<file path="src/rtl/rfc_pkg.sv">
package rfc_pkg;

  // captured header and data bytes of a frame
  localparam int CapDepth = 10;

  // result codes
  localparam logic [2:0] RES_OK          = 3'd0;
  localparam logic [2:0] RES_INVALID     = 3'd1;
  localparam logic [2:0] RES_UNIT_BADSUM = 3'd2;
  localparam logic [2:0] RES_UNIT_BADCMD = 3'd3;
  localparam logic [2:0] RES_SUM_MISMATCH = 3'd4;

  // frame byte codes
  localparam logic [7:0] START_BYTE     = 8'hCA;
  localparam logic [7:0] UNIT_ERROR     = 8'h0F;
  localparam logic [7:0] SCALE_TEN_A    = 8'h10;
  localparam logic [7:0] SCALE_TEN_B    = 8'h11;
  localparam logic [7:0] SCALE_HUND_A   = 8'h20;
  localparam logic [7:0] SCALE_HUND_B   = 8'h21;
  localparam logic [7:0] CMD_STATUS     = 8'h09;
  localparam logic [7:0] CMD_ONOFF      = 8'h81;
  localparam logic [7:0] ERR_BAD_CMD    = 8'h01;
  localparam logic [7:0] ERR_BAD_SUM    = 8'h03;
  localparam logic [7:0] MAX_DATA_COUNT = 8'd8;
  localparam logic [7:0] COUNT_READING  = 8'd3;
  localparam logic [7:0] COUNT_STATUS   = 8'd5;

  // frame state seen by the decoder
  typedef struct packed {
    logic [CapDepth-1:0][7:0] bytes;
    logic [7:0]               command;
    logic [7:0]               sum;
    logic [3:0]               avail_cnt;  // bytes before current one, capped at CapDepth
    logic                     too_long;
  } rfc_frame_t;

  // one result
  typedef struct packed {
    logic [2:0]  result_code;
    logic [15:0] reading_value;
    logic [1:0]  reading_scale;
    logic        is_status_reply;
    logic [39:0] status_bits;
  } rfc_result_t;

endpackage

</file>
<file path="src/rtl/rfc_decode.sv">
module rfc_decode
  import rfc_pkg::*;
(
  input  rfc_frame_t  frame,
  input  logic [7:0]  rx_byte,
  input  logic [7:0]  unit_address,
  output rfc_result_t result
);

  logic [CapDepth-1:0][7:0] b;
  logic [7:0]               cmd;
  logic                     value_cmd;

  assign b   = frame.bytes;
  assign cmd = frame.command;

  // byte i lies before the checksum byte
  function automatic logic avail(input logic [3:0] cnt, input int i);
    return cnt > 4'(i);
  endfunction

  // read and set commands that answer with a reading
  always_comb begin
    unique case (cmd)
      8'h20, 8'h21, 8'h70, 8'h40, 8'h60,
      8'h71, 8'h72, 8'h73, 8'h74, 8'h75, 8'h76,
      8'hF0, 8'hC0, 8'hE0,
      8'hF1, 8'hF2, 8'hF3, 8'hF4, 8'hF5, 8'hF6: value_cmd = 1'b1;
      default:                                   value_cmd = 1'b0;
    endcase
  end

  // checks in order of precedence
  always_comb begin
    result             = '0;
    result.result_code = RES_INVALID;
    priority if (frame.too_long) begin
      result.result_code = RES_INVALID;
    end else if (~frame.sum != rx_byte) begin
      result.result_code = RES_SUM_MISMATCH;
    end else if (!avail(frame.avail_cnt, 2) || b[0] != START_BYTE || b[1] != 8'h00 ||
                 b[2] != unit_address || !avail(frame.avail_cnt, 3)) begin
      result.result_code = RES_INVALID;
    end else if (b[3] == UNIT_ERROR) begin
      if (avail(frame.avail_cnt, 5)) begin
        if (b[5] == ERR_BAD_CMD) begin
          result.result_code = RES_UNIT_BADCMD;
        end else if (b[5] == ERR_BAD_SUM) begin
          result.result_code = RES_UNIT_BADSUM;
        end
      end
    end else if (b[3] != cmd || !avail(frame.avail_cnt, 4) || b[4] > MAX_DATA_COUNT) begin
      result.result_code = RES_INVALID;
    end else if (value_cmd) begin
      if (b[4] == COUNT_READING && avail(frame.avail_cnt, 7)) begin
        result.result_code   = RES_OK;
        result.reading_value = {b[6], b[7]};
        if (b[5] == SCALE_TEN_A || b[5] == SCALE_TEN_B) begin
          result.reading_scale = 2'd1;
        end else if (b[5] == SCALE_HUND_A || b[5] == SCALE_HUND_B) begin
          result.reading_scale = 2'd2;
        end
      end
    end else if (cmd == CMD_STATUS) begin
      if (b[4] == COUNT_STATUS && avail(frame.avail_cnt, 9)) begin
        result.result_code     = RES_OK;
        result.is_status_reply = 1'b1;
        result.status_bits     = {b[5], b[6], b[7], b[8], b[9]};
      end
    end else if (cmd == CMD_ONOFF) begin
      result.result_code = RES_OK;
    end
  end

endmodule

</file>
<file path="config.mk">
export PLATFORM = sky130hd
export DESIGN_NAME = rfc_decode
export DESIGN_NICKNAME = d
export VERILOG_FILES = /design/src/rtl/rfc_pkg.sv /design/src/rtl/rfc_decode.sv
export SDC_FILE = /design/constraint.sdc
export NUM_CORES = 1
export LEC_CHECK = 0
export BUFFER_PORTS_ARGS = -buffer_cell sky130_fd_sc_hd__buf_4
export CORE_AREA = 2 2 70 72
export DETAILED_ROUTE_END_ITERATION = 12
export DIE_AREA = 0 0 72 74
export GPL_TIMING_DRIVEN = 0
export PLACE_DENSITY_LB_ADDON = 0.15
export SLEW_MARGIN = 25
export SYNTH_ARGS = -nofsm -noshare
export SYNTH_HDL_FRONTEND = slang
export SYNTH_SLANG_ARGS = --single-unit
</file>
<file path="constraint.sdc">
create_clock -name vclk -period 3
set_input_delay 0.15 -clock vclk [all_inputs]
set_output_delay 0.15 -clock vclk [all_outputs]
set_load 0.05 [all_outputs]
</file>
==> flow_summary.json, run 1 <==
{
  "crit_family": "simple AND/OR/NAND/NOR gates",
  "dieArea_um2": 5330,
  "io_pins": 179,
  "cap_violations": 0,
  "crit_slowest_cell": "nor4bb_1",
  "synth_top_area_share_pct": 19.7,
  "vias_per_cell": 4.84,
  "firstDrtPassIters": 4,
  "stdcell_count": 440,
  "die_x_um": 72,
  "nets": 505,
  "critPathKind": "in -> out",
  "hold_path.class": "in -> out",
  "yosys.cell_types.count": 40,
  "cellPowerDensity_nw_per_um2": 81.2,
  "syn_avg_cell_area_um2": 6.01,
  "fin_crit_ps": 2410,
  "layout_setup_ws_ps": 588,
  "postCtsSetupBuffers": 0,
  "wl_per_cell_um": 13.0,
  "ant_nets": 0,
  "syn_nets": 324,
  "critPathMaxFanout": 10,
  "end_kind": "output port",
  "hpwl_um": 5030,
  "clock_buffers": 0,
  "nFlopsAndLatches": 0,
  "cpMostUsedCell": "buf_4",
  "num_vias": 2131,
  "start_util_pct": 27.1,
  "synth_cells": 207,
  "cp.arrival_ps": 2260,
  "timing.final.crit_share_pct": 80.4,
  "core_um2": 4600,
  "dr.first_iter.drc_count": 35,
  "gp_congestion": 0.803,
  "slew_viol_final": 0,
  "leakagePower_nw": 1.34,
  "grt_pass1_vias": 1959,
  "p_clk_share_pct": 0,
  "area_delta_synth_final_pct": 113,
  "yosys-top-cells-area": "nor3_1 (20%), inv_1 (12%), xor2_1 (11%), nor3_2 (7.2%), xnor2_1 (5.6%)",
  "num_antenna_cells": 0,
  "min_to": "result[61]",
  "syn_area_um2": 1240,
  "hold_viol": 0,
  "place_inst": 440,
  "yosysWarnings": 0,
  "cp_slowest_stage_delay_ps": 390,
  "total_power_mw": 0.216,
  "pwr-share-seq_pct": 0,
  "startpoint_type": "primary input",
  "grt_max_degree": 11,
  "synth_top_cell_by_area": "nor3_1",
  "cp.buffers_inverters": 3,
  "grt.total_usage_pct": 19.4,
  "hold_depth": 3,
  "tns_ps": 0,
  "worst_slew_pin_slew_ps": 615,
  "regArea_um2": 0,
  "hold_start": "frame[0]",
  "outcome": "completed",
  "worst_ep_required_time_ps": 2850,
  "cts_hold_buf": 0,
  "relSlewSlack_pct": 59.0,
  "fp.dieH_um": 74,
  "p_sw_share_pct": 38.0,
  "drive_gt1_share_pct": 50.5,
  "io_buffers": 179,
  "pre_cts_slack_ps": 549,
  "crit_chain": "buf_4, nor4bb_1, nand4b_1, nor4_4, nand4_2, buf_2, nor4_1, buf_4",
  "routed_wl_um": 5720,
  "drc": 0,
  "fmax_mhz": 415,
  "rsz0062_at_grt": "no",
  "n_fill_cell": 480,
  "grt_first_pass_wirelength_um": 8670,
  "rows": 25,
  "setup-violations-final": 0,
  "yosysSeqAreaShare_pct": 0,
  "p_int_mw": 0.134,
  "peakVddDrop_uv": 64.5,
  "p_comb_share_pct": 100.0,
  "final_util_pct": 57.8,
  "p_switching_mw": 0.0821,
  "cts_resized": 0,
  "grt_overflow": 0,
  "grt_antenna_before_repair": 0
}
logic make-up (layout without fill, tap and decap cells):
kind of cell,count (synthesis),after routing,share of synthesized area [%]
AO/OA/AOI/OAI,15,15,8.14
XOR/XNOR,24,24,16.9
buffers and inverters,53,232,16.7
AND/OR/NAND/NOR,115,115,58.3
worst max path at each step:
stage,start,endpoint,slack [ps],cells past startpoint
2_1_floorplan,unit_address[6],result[41],-80,6
5_1_grt,frame[31],result[15],460,8
3_3_place_gp,frame[31],result[41],580,8
6_report,frame[23],result[41],590,8
4_1_cts,frame[23],result[41],550,8
3_5_place_dp,frame[23],result[41],550,8
worst min-delay path: stages:
cell and delay (ps):
buf_4 100, nor2_1 40, buf_4 180
final cells by class:
| class | count | area, um2 | area share [%] |
|---|---|---|---|
| Timing Repair Buffer | 179 | 1340 | 50.6 |
| Multi-Input combinational cell | 154 | 1040 | 39.0 |
| Inverter | 41 | 154 | 5.79 |
| Tap cell | 54 | 67.6 | 2.54 |
| Buffer | 12 | 53.8 | 2.03 |
cell usage after synthesis, types with 2 or more instances:
cell type  instances
nor2_1             5
o21ai_0            4
nand2_1            8
clkbuf_1           7
nor4b_1            3
nor4_1             9
nand4b_1           3
buf_1              3
nor3_2             9
or3_1              3
nor3_1            49
xnor2_1            8
nand4_1            6
inv_1             41
and4_1             3
and2_1             2
o21a_1             2
xor2_1            16
nand3_1            2
or4_1              2
nor4bb_1           2
a21oi_1            2
power groups by stage:
stage	clock network (mW)	registers [mW]	logic (mW)
after detailed placement	0	0	0.216
after floorplan	0	0	0.0707
after global routing	0	0	0.235
after global placement	0	0	0.213
after CTS	0	0	0.217
final	0	0	0.216
layout by cell type (no fill, tap or decap), drive strengths merged, types with 3 or more instances in the layout:
cell,n
clkbuf,7
nor3,58
o21ai,4
xor2,16
nor2,5
nand4b,3
xnor2,8
nand4,7
nor4,11
and4,3
buf,184
nand2,8
or3,3
nor4b,3
inv,41
or4,3
metal layers:
metal	up-vias	GRT usage (%)	routed length [um]
li1	1083	-	-
met1	926	22.5	2100
met2	114	38.9	3040
met3	8	2.17	508
met4	0	3.14	77
met5	-	0	0
metrics by stage:
step / area [um2] / hold slack (ps)
5_1_grt: 2660 / 645
2_1_floorplan: 1240 / 460
3_5_place_dp: 2660 / 630
3_3_place_gp: 2660 / 624
4_1_cts: 2660 / 631
6_report: 2660 / 630
(Power assumes the default switching activity.)
==> run 2, diff against run 1 <==
==> constraint.sdc (replaced) <==
create_clock -name vclk -period 2.4
set_input_delay 0.12 -clock vclk [all_inputs]
set_output_delay 0.12 -clock vclk [all_outputs]
set_load 0.05 [all_outputs]
==> flow_summary.json, run 2 (synthesis results as in run 1) <==
{
  "relSlewSlack_pct": 58.6,
  "rows": 25,
  "grt_antenna_before_repair": 0,
  "pwr-share-seq_pct": 0,
  "final_cell_mix": "buf_4 (179), nor3_1 (47), inv_1 (41)",
  "peakVddDrop_uv": 71.1,
  "start_util_pct": 27.1,
  "hpwl_um": 4960,
  "dr.first_iter.drc_count": 58,
  "drc": 0,
  "grt_first_pass_wirelength_um": 8620,
  "critPathMaxFanout": 10,
  "fp.dieH_um": 74,
  "hold_depth": 3,
  "dieArea_um2": 5330,
  "tns_ps": 0,
  "cp.arrival_ps": 2160,
  "p_switching_mw": 0.106,
  "nets": 504,
  "postCtsSetupBuffers": 0,
  "io_buffers": 179,
  "firstDrtPassIters": 4,
  "grt_pass1_vias": 1892,
  "vias_per_cell": 4.86,
  "p_clk_share_pct": 0,
  "n_fill_cell": 464,
  "setup.worst_path.start": "frame[59]",
  "grt_overflow": 0,
  "fin_area_um2": 2710,
  "cts_hold_buf": 0,
  "hold_start": "frame[0]",
  "timing.final.crit_share_pct": 95.1,
  "io_pins": 179,
  "hold_viol": 0,
  "end_kind": "output port",
  "gp_congestion": 0.810,
  "rsz0062_at_grt": "no",
  "grt_max_degree": 11,
  "cts_resized": 0,
  "worst_slew_pin_slew_ps": 615,
  "grt.total_usage_pct": 19.3,
  "worst_ep_required_time_ps": 2280,
  "num_vias": 2135,
  "fmax_mhz": 438,
  "leakagePower_nw": 1.37,
  "routed_wl_um": 5640,
  "p_comb_share_pct": 100.0,
  "core_um2": 4600,
  "startpoint_type": "primary input",
  "outcome": "completed",
  "cap_violations": 0,
  "wl_per_cell_um": 12.8,
  "regArea_um2": 0,
  "nFlopsAndLatches": 0,
  "die_x_um": 72,
  "cellPowerDensity_nw_per_um2": 102,
  "setup-violations-final": 0,
  "slew_viol_final": 0,
  "fin_crit_ps": 2280,
  "area_delta_synth_final_pct": 118,
  "p_sw_share_pct": 38.5,
  "p_int_mw": 0.170,
  "num_antenna_cells": 0,
  "final_common_cell": "buf_4",
  "clock_buffers": 0,
  "ant_nets": 0,
  "placed_area_um2": 2690,
  "critPathKind": "in -> out",
  "hold_path.class": "in -> out",
  "drive_gt1_share_pct": 52.7
}
-- run 2: power groups by stage --
| stage | clock, mW | combinational [mW] | sequential [mW] |
|---|---|---|---|
| 2_1_floorplan | 0 | 0.0895 | 0 |
| 3_3_place_gp | 0 | 0.267 | 0 |
| 3_5_place_dp | 0 | 0.271 | 0 |
| 4_1_cts | 0 | 0.272 | 0 |
| 5_1_grt | 0 | 0.302 | 0 |
| 6_report | 0 | 0.276 | 0 |
-- run 2: stage by stage --
stage | utilization, % | worst slack (ps) | power (mW) | cells | hold slack [ps]
after floorplan | - | -186 | 0.0895 | 207 | 400
after global placement | 58.4 | 60.8 | 0.267 | 440 | 563
after detailed placement | 58.4 | 43.6 | 0.271 | 440 | 565
after CTS | 58.4 | 43.9 | 0.272 | 440 | 566
after global routing | 59.0 | 19.2 | 0.302 | 439 | 575
final | 59.0 | 119 | 0.276 | 439 | 567
-- run 2: critical path, cell delays in order --
cell	delay (ps)
buf_4	110
nor4_2	370
o211ai_1	150
nor4_1	380
nand4_2	200
buf_2	260
buf_6	180
nor3_2	160
buf_4	230
-- run 2: path summary, 6_finish.rpt --
kind,to
setup / recovery,result[37]
hold / removal,result[61]
-- run 2: metal layers --
metal	global-route usage, %	part of all wire (%)
met5	0	0
met4	0	0
met3	2.17	8.1
met2	36.7	53
met1	24.9	39
-- run 2: final cells by class --
type                            instances  area, um2  share of cell area, %
Inverter                               41        154                   5.67
Multi-Input combinational cell        154       1100                   40.4
Tap cell                               54       67.6                   2.49
Timing Repair Buffer                  179       1340                   49.5
Buffer                                 11       51.3                   1.89
==> run 3, diff against run 2 <==
--- a/config.mk
+++ b/config.mk
@@ -10,7 +10,7 @@
 export DETAILED_ROUTE_END_ITERATION = 12
 export DIE_AREA = 0 0 72 74
 export GPL_TIMING_DRIVEN = 0
-export PLACE_DENSITY_LB_ADDON = 0.15
+export PLACE_DENSITY = 0.71
 export SLEW_MARGIN = 25
 export SYNTH_ARGS = -nofsm -noshare
 export SYNTH_HDL_FRONTEND = slang
==> flow_summary.json, run 3 (synthesis results as in run 1) <==
{
  "firstDrtPassIters": 4,
  "relSlewSlack_pct": 58.9,
  "layout_setup_ws_ps": 164,
  "peakVddDrop_uv": 74.6,
  "n_fill_cell": 457,
  "fin_crit_ps": 2240,
  "grt.total_usage_pct": 20.0,
  "final_cell_mix": "buf_4 (180), nor3_1 (47), inv_1 (41)",
  "cp.arrival_ps": 2120,
  "cellPowerDensity_nw_per_um2": 102,
  "rows": 25,
  "routed_wl_um": 5930,
  "p_clk_share_pct": 0,
  "tns_ps": 0,
  "hold_path.class": "in -> out",
  "worst_slew_pin_slew_ps": 616,
  "vias_per_cell": 4.79,
  "area_delta_synth_final_pct": 119,
  "dr.first_iter.drc_count": 52,
  "fp.dieH_um": 74,
  "grt_pass1_vias": 1975,
  "fin_area_um2": 2720,
  "postCtsSetupBuffers": 0,
  "worst_ep_required_time_ps": 2280,
  "crit_chain": "buf_4, xor2_1, or4_4, nor4_4, nand4_2, clkbuf_1, nor3_1, buf_4",
  "fmax_mhz": 447,
  "outcome": "completed",
  "p_comb_share_pct": 100.0,
  "cpMostUsedCell": "buf_4",
  "grt_overflow": 0,
  "p_switching_mw": 0.109,
  "rsz0062_at_grt": "no",
  "nFlopsAndLatches": 0,
  "io_pins": 179,
  "final_common_cell": "buf_4",
  "pre_cts_slack_ps": -23.8,
  "wl_per_cell_um": 13.5,
  "placed_area_um2": 2690,
  "p_sw_share_pct": 39.1,
  "regArea_um2": 0,
  "clock_buffers": 0,
  "cap_violations": 0,
  "multi_input_area_um2": 1100,
  "setup-violations-final": 0,
  "drc": 0,
  "die_x_um": 72,
  "drive_gt1_share_pct": 53.2,
  "timing.final.crit_share_pct": 93.2,
  "hpwl_um": 5150,
  "core_um2": 4600,
  "ant_nets": 0,
  "grt_max_degree": 11,
  "hold_depth": 3,
  "num_antenna_cells": 0,
  "leakagePower_nw": 1.37,
  "startpoint_type": "primary input",
  "critPathKind": "in -> out",
  "cp_slowest_stage_delay_ps": 550,
  "nets": 504,
  "num_vias": 2104,
  "p_int_mw": 0.169,
  "gp_congestion": 0.797,
  "end_kind": "output port",
  "io_buffers": 179,
  "crit_slowest_cell": "or4_4",
  "grt_first_pass_wirelength_um": 8980,
  "dieArea_um2": 5330,
  "start_util_pct": 27.1,
  "critPathMaxFanout": 10,
  "final_util_pct": 59.2,
  "hold_viol": 0,
  "cts_hold_buf": 0,
  "pwr-share-seq_pct": 0,
  "slew_viol_final": 0,
  "grt_antenna_before_repair": 0
}
-- run 3: cell counts in the layout (fill, tap and decap cells not counted) --
No cell type changed its count.
-- run 3: area by class of cell --
type	instances	share of cell area, %
inverters	41	5.65
plain buffers	11	2.02
multi-input cells	154	40.5
well taps	54	2.48
repair buffers	179	49.4
-- run 3: worst paths after layout --
check	to	start	slack (ps)
worst min-delay path	result[61]	frame[0]	580
worst max-delay path	result[16]	unit_address[6]	160
-- run 3: repair_timing --
action                     in CTS  in global routing
resized for setup               1                  9
setup endpoints to repair       2                 45
pin swaps                       0                  1
-- run 3: stage by stage --
stage                     cells  power, mW  hold slack, ps
after floorplan             207     0.0895             400
after global placement      440      0.267             571
after detailed placement    440      0.272             577
after CTS                   440      0.274             579
after global routing        439      0.303             590
final                       439      0.278             579
-- run 3: power groups by stage --
stage	combinational [mW]	sequential (mW)	clock, mW
floorplan	0.0895	0	0
global placement	0.267	0	0
detailed placement	0.272	0	0
CTS	0.274	0	0
global route	0.303	0	0
finish	0.278	0	0
-- run 3: critical path, delay by kind of cell --
kind,cells,cell delay [ps]
and+or+nand+nor,4,1180
buffers and inverters,3,650
xor gates and xnor gates,1,160
-- run 3: routing by layer --
layer  wire [um]  GRT usage, %
met1        2370          24.9
met2        3200          39.0
met3         308          1.49
met4          60          1.89
met5           0             0
